## config.mk

```make
export PLATFORM = sky130hd
export DESIGN_NAME = modular_inverse_flat
export DESIGN_NICKNAME = d
export VERILOG_FILES = /design/src/sv/mi_pkg.sv /design/src/sv/mi_req_if.sv /design/src/sv/mi_rsp_if.sv /design/src/sv/mi_ctrl.sv /design/src/sv/mi_dp.sv /design/src/sv/modular_inverse.sv /design/src/flat_wrapper.sv
export SDC_FILE = /design/constraint.sdc
export NUM_CORES = 1
export LEC_CHECK = 0
export BUFFER_PORTS_ARGS = -buffer_cell sky130_fd_sc_hd__buf_2
export CORE_MARGIN = 3
export CORE_UTILIZATION = 60
export DETAILED_ROUTE_END_ITERATION = 12
export HOLD_SLACK_MARGIN = 0.15
export PLACE_DENSITY = 0.84
export SLEW_MARGIN = 20
export SYNTH_ARGS = -nofsm -noshare
export SYNTH_HDL_FRONTEND = slang
export SYNTH_SLANG_ARGS = --single-unit
```

## constraint.sdc

```tcl
create_clock -name clk -period 7 [get_ports clk]
set_clock_uncertainty 0.05 [all_clocks]
set_input_delay 1.05 -clock clk [delete_from_list [all_inputs] [get_ports clk]]
set_output_delay 1.05 -clock clk [all_outputs]
set_load 0.01 [all_outputs]
```

## src/sv/mi_pkg.sv

```systemverilog
// ----------------------------------------------------------------------------
// mi_pkg
// Shared widths, controller states and the command and status records that
// join the modular inverse controller and datapath.
// ----------------------------------------------------------------------------
`default_nettype none

package mi_pkg;

	localparam int DATA_W = 32;
	localparam int MOD_W  = 31;
	localparam int CF_W   = MOD_W + 1;
	localparam int CNT_W  = $clog2(DATA_W);

	typedef enum logic [6:0] {
		ST_IDLE  = 7'b0000001,
		ST_RED   = 7'b0000010,
		ST_RFIN  = 7'b0000100,
		ST_CHECK = 7'b0001000,
		ST_DIV   = 7'b0010000,
		ST_LFIN  = 7'b0100000,
		ST_FIN   = 7'b1000000
	} state_t;

	typedef struct packed {
		logic load;
		logic step;
		logic red_fin;
		logic div_start;
		logic loop_fin;
		logic fin;
	} cmd_t;

	typedef struct packed {
		logic m_zero;
		logic b_gt1;
		logic div_last;
	} sts_t;

endpackage

`default_nettype wire

```

## src/sv/mi_req_if.sv

```systemverilog
// ----------------------------------------------------------------------------
// mi_req_if
// Request channel: a value and its modulus with a valid/ready handshake.
// ----------------------------------------------------------------------------
`default_nettype none

interface mi_req_if;
	logic                            valid;
	logic                            ready;
	logic signed [mi_pkg::DATA_W-1:0] value;
	logic        [mi_pkg::MOD_W-1:0]  modulus;

	modport source (output valid, output value, output modulus, input ready);
	modport sink   (input valid, input value, input modulus, output ready);
endinterface

`default_nettype wire

```

## src/sv/mi_rsp_if.sv

```systemverilog
// ----------------------------------------------------------------------------
// mi_rsp_if
// Response channel: the modular inverse with a valid/ready handshake.
// ----------------------------------------------------------------------------
`default_nettype none

interface mi_rsp_if;
	logic                      valid;
	logic                      ready;
	logic [mi_pkg::MOD_W-1:0]  inverse;

	modport source (output valid, output inverse, input ready);
	modport sink   (input valid, input inverse, output ready);
endinterface

`default_nettype wire

```

## src/sv/mi_ctrl.sv

```systemverilog
// ----------------------------------------------------------------------------
// mi_ctrl
// Sequencer for the modular inverse: reduction, Euclid steps and the
// response handshake.
// ----------------------------------------------------------------------------
`default_nettype none

module mi_ctrl (
	input  wire logic          clk,
	input  wire logic          arst_n,
	input  wire logic          in_valid,
	output logic               in_ready,
	output logic               out_valid,
	input  wire logic          out_ready,
	input  wire mi_pkg::sts_t  sts,
	output mi_pkg::cmd_t       cmd
);

	mi_pkg::state_t state_q;
	mi_pkg::state_t state_d;
	logic           out_v_q;

	assign in_ready  = (state_q == mi_pkg::ST_IDLE);
	assign out_valid = out_v_q;

	always_comb begin
		state_d = state_q;
		cmd     = '0;
		case (state_q)
			mi_pkg::ST_IDLE: begin
				if (in_valid) begin
					cmd.load = 1'b1;
					state_d  = mi_pkg::ST_RED;
				end
			end
			mi_pkg::ST_RED: begin
				if (sts.m_zero) begin
					state_d = mi_pkg::ST_FIN;
				end else begin
					cmd.step = 1'b1;
					if (sts.div_last) begin
						state_d = mi_pkg::ST_RFIN;
					end
				end
			end
			mi_pkg::ST_RFIN: begin
				cmd.red_fin = 1'b1;
				state_d     = mi_pkg::ST_CHECK;
			end
			mi_pkg::ST_CHECK: begin
				if (sts.b_gt1) begin
					cmd.div_start = 1'b1;
					state_d       = mi_pkg::ST_DIV;
				end else begin
					state_d = mi_pkg::ST_FIN;
				end
			end
			mi_pkg::ST_DIV: begin
				cmd.step = 1'b1;
				if (sts.div_last) begin
					state_d = mi_pkg::ST_LFIN;
				end
			end
			mi_pkg::ST_LFIN: begin
				cmd.loop_fin = 1'b1;
				state_d      = mi_pkg::ST_CHECK;
			end
			mi_pkg::ST_FIN: begin
				if (!out_v_q || out_ready) begin
					cmd.fin = 1'b1;
					state_d = mi_pkg::ST_IDLE;
				end
			end
			default: begin
				state_d = mi_pkg::ST_IDLE;
			end
		endcase
	end

	always_ff @(posedge clk or negedge arst_n) begin
		if (!arst_n) begin
			state_q <= mi_pkg::ST_IDLE;
			out_v_q <= 1'b0;
		end else begin
			state_q <= state_d;
			if (cmd.fin) begin
				out_v_q <= 1'b1;
			end else if (out_ready) begin
				out_v_q <= 1'b0;
			end
		end
	end

endmodule

`default_nettype wire

```

## src/sv/mi_dp.sv

```systemverilog
// ----------------------------------------------------------------------------
// mi_dp
// Datapath for the modular inverse: a bit-serial restoring divider shared
// by the reduction and the Euclid steps, with the cofactor product built
// by shift and add from the quotient bits as they appear.
// ----------------------------------------------------------------------------
`default_nettype none

module mi_dp (
	input  wire logic                        clk,
	input  wire logic signed [mi_pkg::DATA_W-1:0] value,
	input  wire logic        [mi_pkg::MOD_W-1:0]  modulus,
	input  wire mi_pkg::cmd_t                cmd,
	output mi_pkg::sts_t                     sts,
	output logic             [mi_pkg::MOD_W-1:0]  inverse
);

	logic [mi_pkg::DATA_W-1:0] dvd_q;
	logic [mi_pkg::MOD_W-1:0]  rem_q;
	logic [mi_pkg::MOD_W-1:0]  a_q;
	logic [mi_pkg::MOD_W-1:0]  b_q;
	logic [mi_pkg::MOD_W-1:0]  m_q;
	logic [mi_pkg::CF_W-1:0]   last_q;
	logic [mi_pkg::CF_W-1:0]   before_q;
	logic [mi_pkg::CF_W-1:0]   prod_q;
	logic [mi_pkg::CNT_W-1:0]  cnt_q;
	logic                      neg_q;
	logic                      odd_q;
	logic [mi_pkg::MOD_W-1:0]  res_q;

	logic [mi_pkg::DATA_W-1:0] mag;
	logic [mi_pkg::MOD_W:0]    shifted;
	logic [mi_pkg::MOD_W+1:0]  diff;
	logic                      qbit;
	logic [mi_pkg::CF_W-1:0]   diff_out;

	assign mag      = value[mi_pkg::DATA_W-1] ? (~value + 1'b1) : value;
	assign shifted  = {rem_q, dvd_q[mi_pkg::DATA_W-1]};
	assign diff     = {1'b0, shifted} - {2'b00, b_q};
	assign qbit     = ~diff[mi_pkg::MOD_W+1];
	assign diff_out = {1'b0, m_q} - last_q;

	assign sts.m_zero   = (m_q == '0);
	assign sts.b_gt1    = (b_q > mi_pkg::MOD_W'(1));
	assign sts.div_last = (cnt_q == mi_pkg::CNT_W'(mi_pkg::DATA_W - 1));
	assign inverse      = res_q;

	always_ff @(posedge clk) begin
		if (cmd.load) begin
			m_q   <= modulus;
			b_q   <= modulus;
			neg_q <= value[mi_pkg::DATA_W-1];
			dvd_q <= mag;
			rem_q <= '0;
			cnt_q <= '0;
		end
		if (cmd.step) begin
			dvd_q  <= {dvd_q[mi_pkg::DATA_W-2:0], qbit};
			rem_q  <= qbit ? diff[mi_pkg::MOD_W-1:0] : shifted[mi_pkg::MOD_W-1:0];
			prod_q <= {prod_q[mi_pkg::CF_W-2:0], 1'b0} + (qbit ? last_q : '0);
			cnt_q  <= cnt_q + 1'b1;
		end
		if (cmd.red_fin) begin
			if (neg_q && (rem_q != '0)) begin
				b_q <= m_q - rem_q;
			end else begin
				b_q <= rem_q;
			end
			a_q      <= m_q;
			last_q   <= mi_pkg::CF_W'(1);
			before_q <= '0;
			odd_q    <= 1'b0;
		end
		if (cmd.div_start) begin
			dvd_q  <= {{(mi_pkg::DATA_W-mi_pkg::MOD_W){1'b0}}, a_q};
			rem_q  <= '0;
			prod_q <= '0;
			cnt_q  <= '0;
		end
		if (cmd.loop_fin) begin
			last_q   <= prod_q + before_q;
			before_q <= last_q;
			a_q      <= b_q;
			b_q      <= rem_q;
			odd_q    <= ~odd_q;
		end
		if (cmd.fin) begin
			if (m_q == '0) begin
				res_q <= '0;
			end else if (odd_q) begin
				res_q <= diff_out[mi_pkg::MOD_W-1:0];
			end else begin
				res_q <= last_q[mi_pkg::MOD_W-1:0];
			end
		end
	end

endmodule

`default_nettype wire

```

## src/sv/modular_inverse.sv

```systemverilog
// ----------------------------------------------------------------------------
// modular_inverse
// Inverse of a signed value modulo a positive modulus by Euclid's extended
// remainder sequence.
//
// A request carries value (32-bit two's complement) and modulus (31 bits).
// The response carries inverse, in 0..modulus; a value that reduces to zero
// gives 1 and a zero modulus gives 0. Inputs that are not coprime give
// whatever the sequence ends with, with no flag.
// Both channels use valid/ready; a request is taken only while the block
// is idle. The work runs through one bit-serial restoring divider, one
// quotient bit per cycle: the divider first reduces the value, then each
// Euclid step takes a check, a full-width divide and a cofactor update, and
// a last check and the result write close the item. A zero modulus skips
// the reduction and goes straight to the result write.
// The result sits in an output register, so a new request is accepted
// while an earlier result waits; if the receiver stalls, the next item
// holds at its end until that register is free. Reset clears the sequencer
// and the response valid; no other clearing is needed.
// ----------------------------------------------------------------------------
`default_nettype none

module modular_inverse (
	input  wire logic clk,
	input  wire logic arst_n,
	mi_req_if.sink    req,
	mi_rsp_if.source  rsp
);

	mi_pkg::cmd_t cmd;
	mi_pkg::sts_t sts;
	logic         in_ready;
	logic         out_valid;

	mi_ctrl u_ctrl (
		.clk       (clk),
		.arst_n    (arst_n),
		.in_valid  (req.valid),
		.in_ready  (in_ready),
		.out_valid (out_valid),
		.out_ready (rsp.ready),
		.sts       (sts),
		.cmd       (cmd)
	);

	mi_dp u_dp (
		.clk     (clk),
		.value   (req.value),
		.modulus (req.modulus),
		.cmd     (cmd),
		.sts     (sts),
		.inverse (rsp.inverse)
	);

	assign req.ready = in_ready;
	assign rsp.valid = out_valid;

endmodule

`default_nettype wire

```

## src/flat_wrapper.sv

```systemverilog
// flat-port wrapper written by rule: the top's interface ports become plain ports
module modular_inverse_flat 
  (clk, arst_n, req_valid, req_value, req_modulus, req_ready, rsp_valid, rsp_inverse, rsp_ready);
  mi_req_if req_i ();
  mi_rsp_if rsp_i ();
  input  wire logic clk;
  input  wire logic arst_n;
  input wire logic [$bits(req_i.valid)-1:0] req_valid;
  input wire logic [$bits(req_i.value)-1:0] req_value;
  input wire logic [$bits(req_i.modulus)-1:0] req_modulus;
  output wire logic [$bits(req_i.ready)-1:0] req_ready;
  output wire logic [$bits(rsp_i.valid)-1:0] rsp_valid;
  output wire logic [$bits(rsp_i.inverse)-1:0] rsp_inverse;
  input wire logic [$bits(rsp_i.ready)-1:0] rsp_ready;
  assign req_i.valid = req_valid;
  assign req_i.value = req_value;
  assign req_i.modulus = req_modulus;
  assign req_ready = req_i.ready;
  assign rsp_valid = rsp_i.valid;
  assign rsp_inverse = rsp_i.inverse;
  assign rsp_i.ready = rsp_ready;
  modular_inverse u_core (.clk(clk), .arst_n(arst_n), .req(req_i), .rsp(rsp_i));
endmodule
```

==> qor.txt <==
Status -> complete, no violations
Syn avg cell area -> 8.90 um2
Postcts setup bufs -> 0
Hold-fix buffers, CTS -> 0
Die width -> 191 um
Synth cell types -> 87
Clk sink count -> 295
Remaining global-route overflow -> 0
Post-Syn Instances -> 2,318
CTS Buffer Depth -> 3
Final Slew Violations -> 0
Critical path capture point type -> register
Footprint of the multi-input gates -> 0.0116 mm2
Layout Area Growth over Synthesis -> 9.86%
Critical path fanouts, max -> 30
Number of fill cells -> 2,649
Reg2reg start -> u_core.u_dp.b_q[9]$_DFFE_PP_
Largest net degree at the start of global routing -> 87
First-pass GRT wire length -> 92.3 mm
Num rows -> 67
Worst-Margin Slew -> 1.19 ns
WP data arrival -> 5.78 ns
Post-Place Cells -> 2,780
Fin Setup TNS -> 0 ns
Peak VDD IR -> 0.000275 V
Die Area -> 0.0366 mm2
Htree depth -> 2
CTS tree -> yes
Critical Path Source Type -> register
Period utilization -> 76.8%
Post-CTS resize count -> 0
DR WL/cell -> 20.8 um
Core Box Area -> 0.0337 mm2
Layout cells sized above 1 -> 9.02%
Antenna-violating nets left -> 0
Relative slew margins -> 20.1%
Final wirelength -> 59.2 mm
Global-route usage over all layers -> 31.6%
FMAX -> 186 MHz
ANT cells -> 0
RSZ-0062 raised after global routing -> false
Starting DRT DRC Count -> 2,337
IO Port Bufs -> 99
Mapped Area -> 0.0206 mm2
Crit path kind -> register to register
CP Launch Point -> u_core.u_dp.b_q[9]$_DFFE_PP_
Post-synth EDFFs -> 219
Initial antenna violation count -> 0
Syn. warnings -> 0
Register area -> 0.00814 mm2
I/O pin cnt -> 100
Pre-Repair DR Iteration Count -> 9
Number of global-route vias before repair -> 17,500
DPL Wire Length -> 42.7 mm
Reg2reg path depth -> 20
Final std cells w/o fill -> 2,843
Fin crit period -> 5.38 ns
CTS Buf Count -> 34
Max-Cap Viols -> 0
Fin. Hold Viols -> 0
Worst path required time -> 7.40 ns
Latest clock arrival within the worst-skew pair -> 0.53 ns
Initial Util -> 61.2%
CTS clock-pin slew for the worst setup and hold paths -> 0.06 ns
Post-Syn Nets -> 2,543
Synth Register Bits -> 295
DR vias -> 18,700
Fin nets -> 2,594
Leak Pwr -> 9.44 nW
Final setup viols -> 0
Synth Flop Type -> edfxtp_1
Clk root buf -> clkbuf_16
GP Congestion -> 1.02
Pwr dens -> 419 mW/mm2
DRC viols -> 0
Die Ht -> 191 um
Register area share after synthesis -> 39.5%
Min-delay worst type -> input pin to asynchronous set/reset pin
Via density -> 6.57
Synth async-reset ratio -> 2.71%
synth_stat cells (9+ instances only):
cell type  number  area (um2)
o41ai_1         9        78.8
ha_1          153        1910
nand2_1       194         728
o22ai_1        27         169
nor4_1         27         169
xnor2_1        66         578
o21ai_0       197         986
a31oi_1        24         150
o211ai_1       16         120
and2_1         42         263
mux2i_1        25         250
a21oi_1       196         981
a22oi_1        18         135
nand2b_1       26         163
nor3_1         40         200
inv_1         144         541
buf_2          13        65.1
edfxtp_1      219        6580
or3_1          11        68.8
a21o_1         64         480
or2_2          11        68.8
clkbuf_1       75         282
nand3_1        62         310
nor2b_1        25         156
and3_1         23         144
xor2_1         67         587
dfxtp_1        68        1360
nor2_1        226         848
a211oi_1       28         210
o21bai_1       11        82.6
o21a_1         28         210
o31ai_1        27         203
nand4_1        21         131
worst paths after layout:
check	end	slack [ns]
min reg2reg	u_core.u_dp.dvd_q[31]$_SDFFE_PP0P_	0.42
min	u_core.u_ctrl.state_q[6]$_DFFE_PN0P_	0.31
max reg2reg	u_core.u_dp.prod_q[30]$_SDFFE_PP0P_	1.62
min in group clk	u_core.u_dp.dvd_q[31]$_SDFFE_PP0P_	0.42
max in group asynchronous	u_core.u_ctrl.state_q[0]$_DFFE_PN1P_	6.34
max	u_core.u_dp.prod_q[30]$_SDFFE_PP0P_	1.62
power by group:
part	switching [mW]	internal (mW)
sequential	0.336	2.27
clock	0.752	1.16
combinational	3.04	1.94
area by class of cell:
class                      instances  area share (%)
multi-input combinational       1780            51.2
clock inverter                    17            1.09
sequential                       295            35.9
inverter                         145            2.41
clock buffer                      45            4.21
tap                              448            2.47
timing repair buffer             113            2.74
kinds of logic after synthesis:
kind of cell | share of synthesized area, %
AO/OA/AOI/OAI | 21.9
XOR/XNOR | 5.76
adder cells (fa/ha/maj) | 9.77
buffers and inverters | 4.54
flip-flops | 39.5
multiplexers | 1.32
AND/OR/NAND/NOR | 17.3
per-layer routing:
layer / part of all wire [%] / vias to the layer above / global-route usage, %
met5: 0 / - / 0
met4: 4.5 / 0 / 13.2
met3: 11 / 178 / 6.55
met2: 44 / 1127 / 49.6
met1: 40 / 8769 / 42.7
li1: - / 8597 / -
metrics by stage:
step | util, % | worst slack, ns | power (mW) | cell area, um2 | hold WS (ns)
after global placement | 63.6 | 1.98 | 7.25 | 21400 | 0.384
after CTS | 67.2 | 1.72 | 9.36 | 22600 | 0.301
after global routing | 67.2 | 1.26 | 10.1 | 22700 | 0.313
after detailed placement | 63.6 | 1.76 | 7.43 | 21400 | 0.394
after floorplan | - | 2.24 | 6.28 | 20600 | 0.368
final | 67.2 | 1.62 | 9.50 | 22700 | 0.310
critical path, stage by stage (launching register included):
cell and delay, ns:
edfxtp_1 0.39, inv_1 0.09, ha_1 0.30, a21oi_1 0.25
o32ai_1 0.13, o31ai_1 0.34, o221a_2 0.27, a21oi_1 0.06
nand2b_2 0.44, nand2_1 0.26, inv_1 0.07, ha_1 0.31
a211oi_1 0.36, o21ai_0 0.19, a31o_2 0.32, a311o_1 0.43
nand4_1 0.15, a21oi_1 0.11, a2111oi_4 0.34, xnor3_1 0.26
a21oi_1 0.14
state kept, by name, summed over array words and instances (netlist names):
| register | count |
|---|---|
| u_core.u_dp.rem_q | 31 |
| u_core.u_dp.inverse | 31 |
| u_core.u_dp.b_q | 31 |
| u_core.u_dp.last_q | 31 |
| u_core.u_ctrl.state_q | 7 |
| u_core.u_dp.neg_q | 1 |
| u_core.u_dp.odd_q | 1 |
| u_core.u_dp.before_q | 31 |
| u_core.u_ctrl.out_valid | 1 |
| u_core.u_dp.cnt_q | 5 |
| u_core.u_dp.dvd_q | 32 |
| u_core.u_dp.a_q | 31 |
| u_core.u_dp.m_q | 31 |
| u_core.u_dp.prod_q | 31 |
cells in the final DEF (no fill, tap or decap), types with 11 or more instances in the layout:
| cell | instances |
|---|---|
| a211oi_1 | 28 |
| a21o_1 | 64 |
| a21oi_1 | 195 |
| a22oi_1 | 18 |
| a31oi_1 | 24 |
| and2_1 | 41 |
| and3_1 | 23 |
| buf_2 | 99 |
| buf_4 | 13 |
| clkbuf_16 | 36 |
| dfxtp_1 | 68 |
| edfxtp_1 | 219 |
| ha_1 | 153 |
| inv_1 | 142 |
| mux2i_1 | 25 |
| nand2_1 | 193 |
| nand2b_1 | 25 |
| nand3_1 | 62 |
| nand4_1 | 21 |
| nor2_1 | 224 |
| nor2b_1 | 24 |
| nor3_1 | 40 |
| nor4_1 | 27 |
| o211ai_1 | 16 |
| o21a_1 | 28 |
| o21ai_0 | 197 |
| o21bai_1 | 11 |
| o22ai_1 | 27 |
| o31ai_1 | 27 |
| or2_2 | 11 |
| or3_1 | 11 |
| xnor2_1 | 66 |
| xor2_1 | 67 |
No activity file was read; power rests on OpenSTA's default activity.
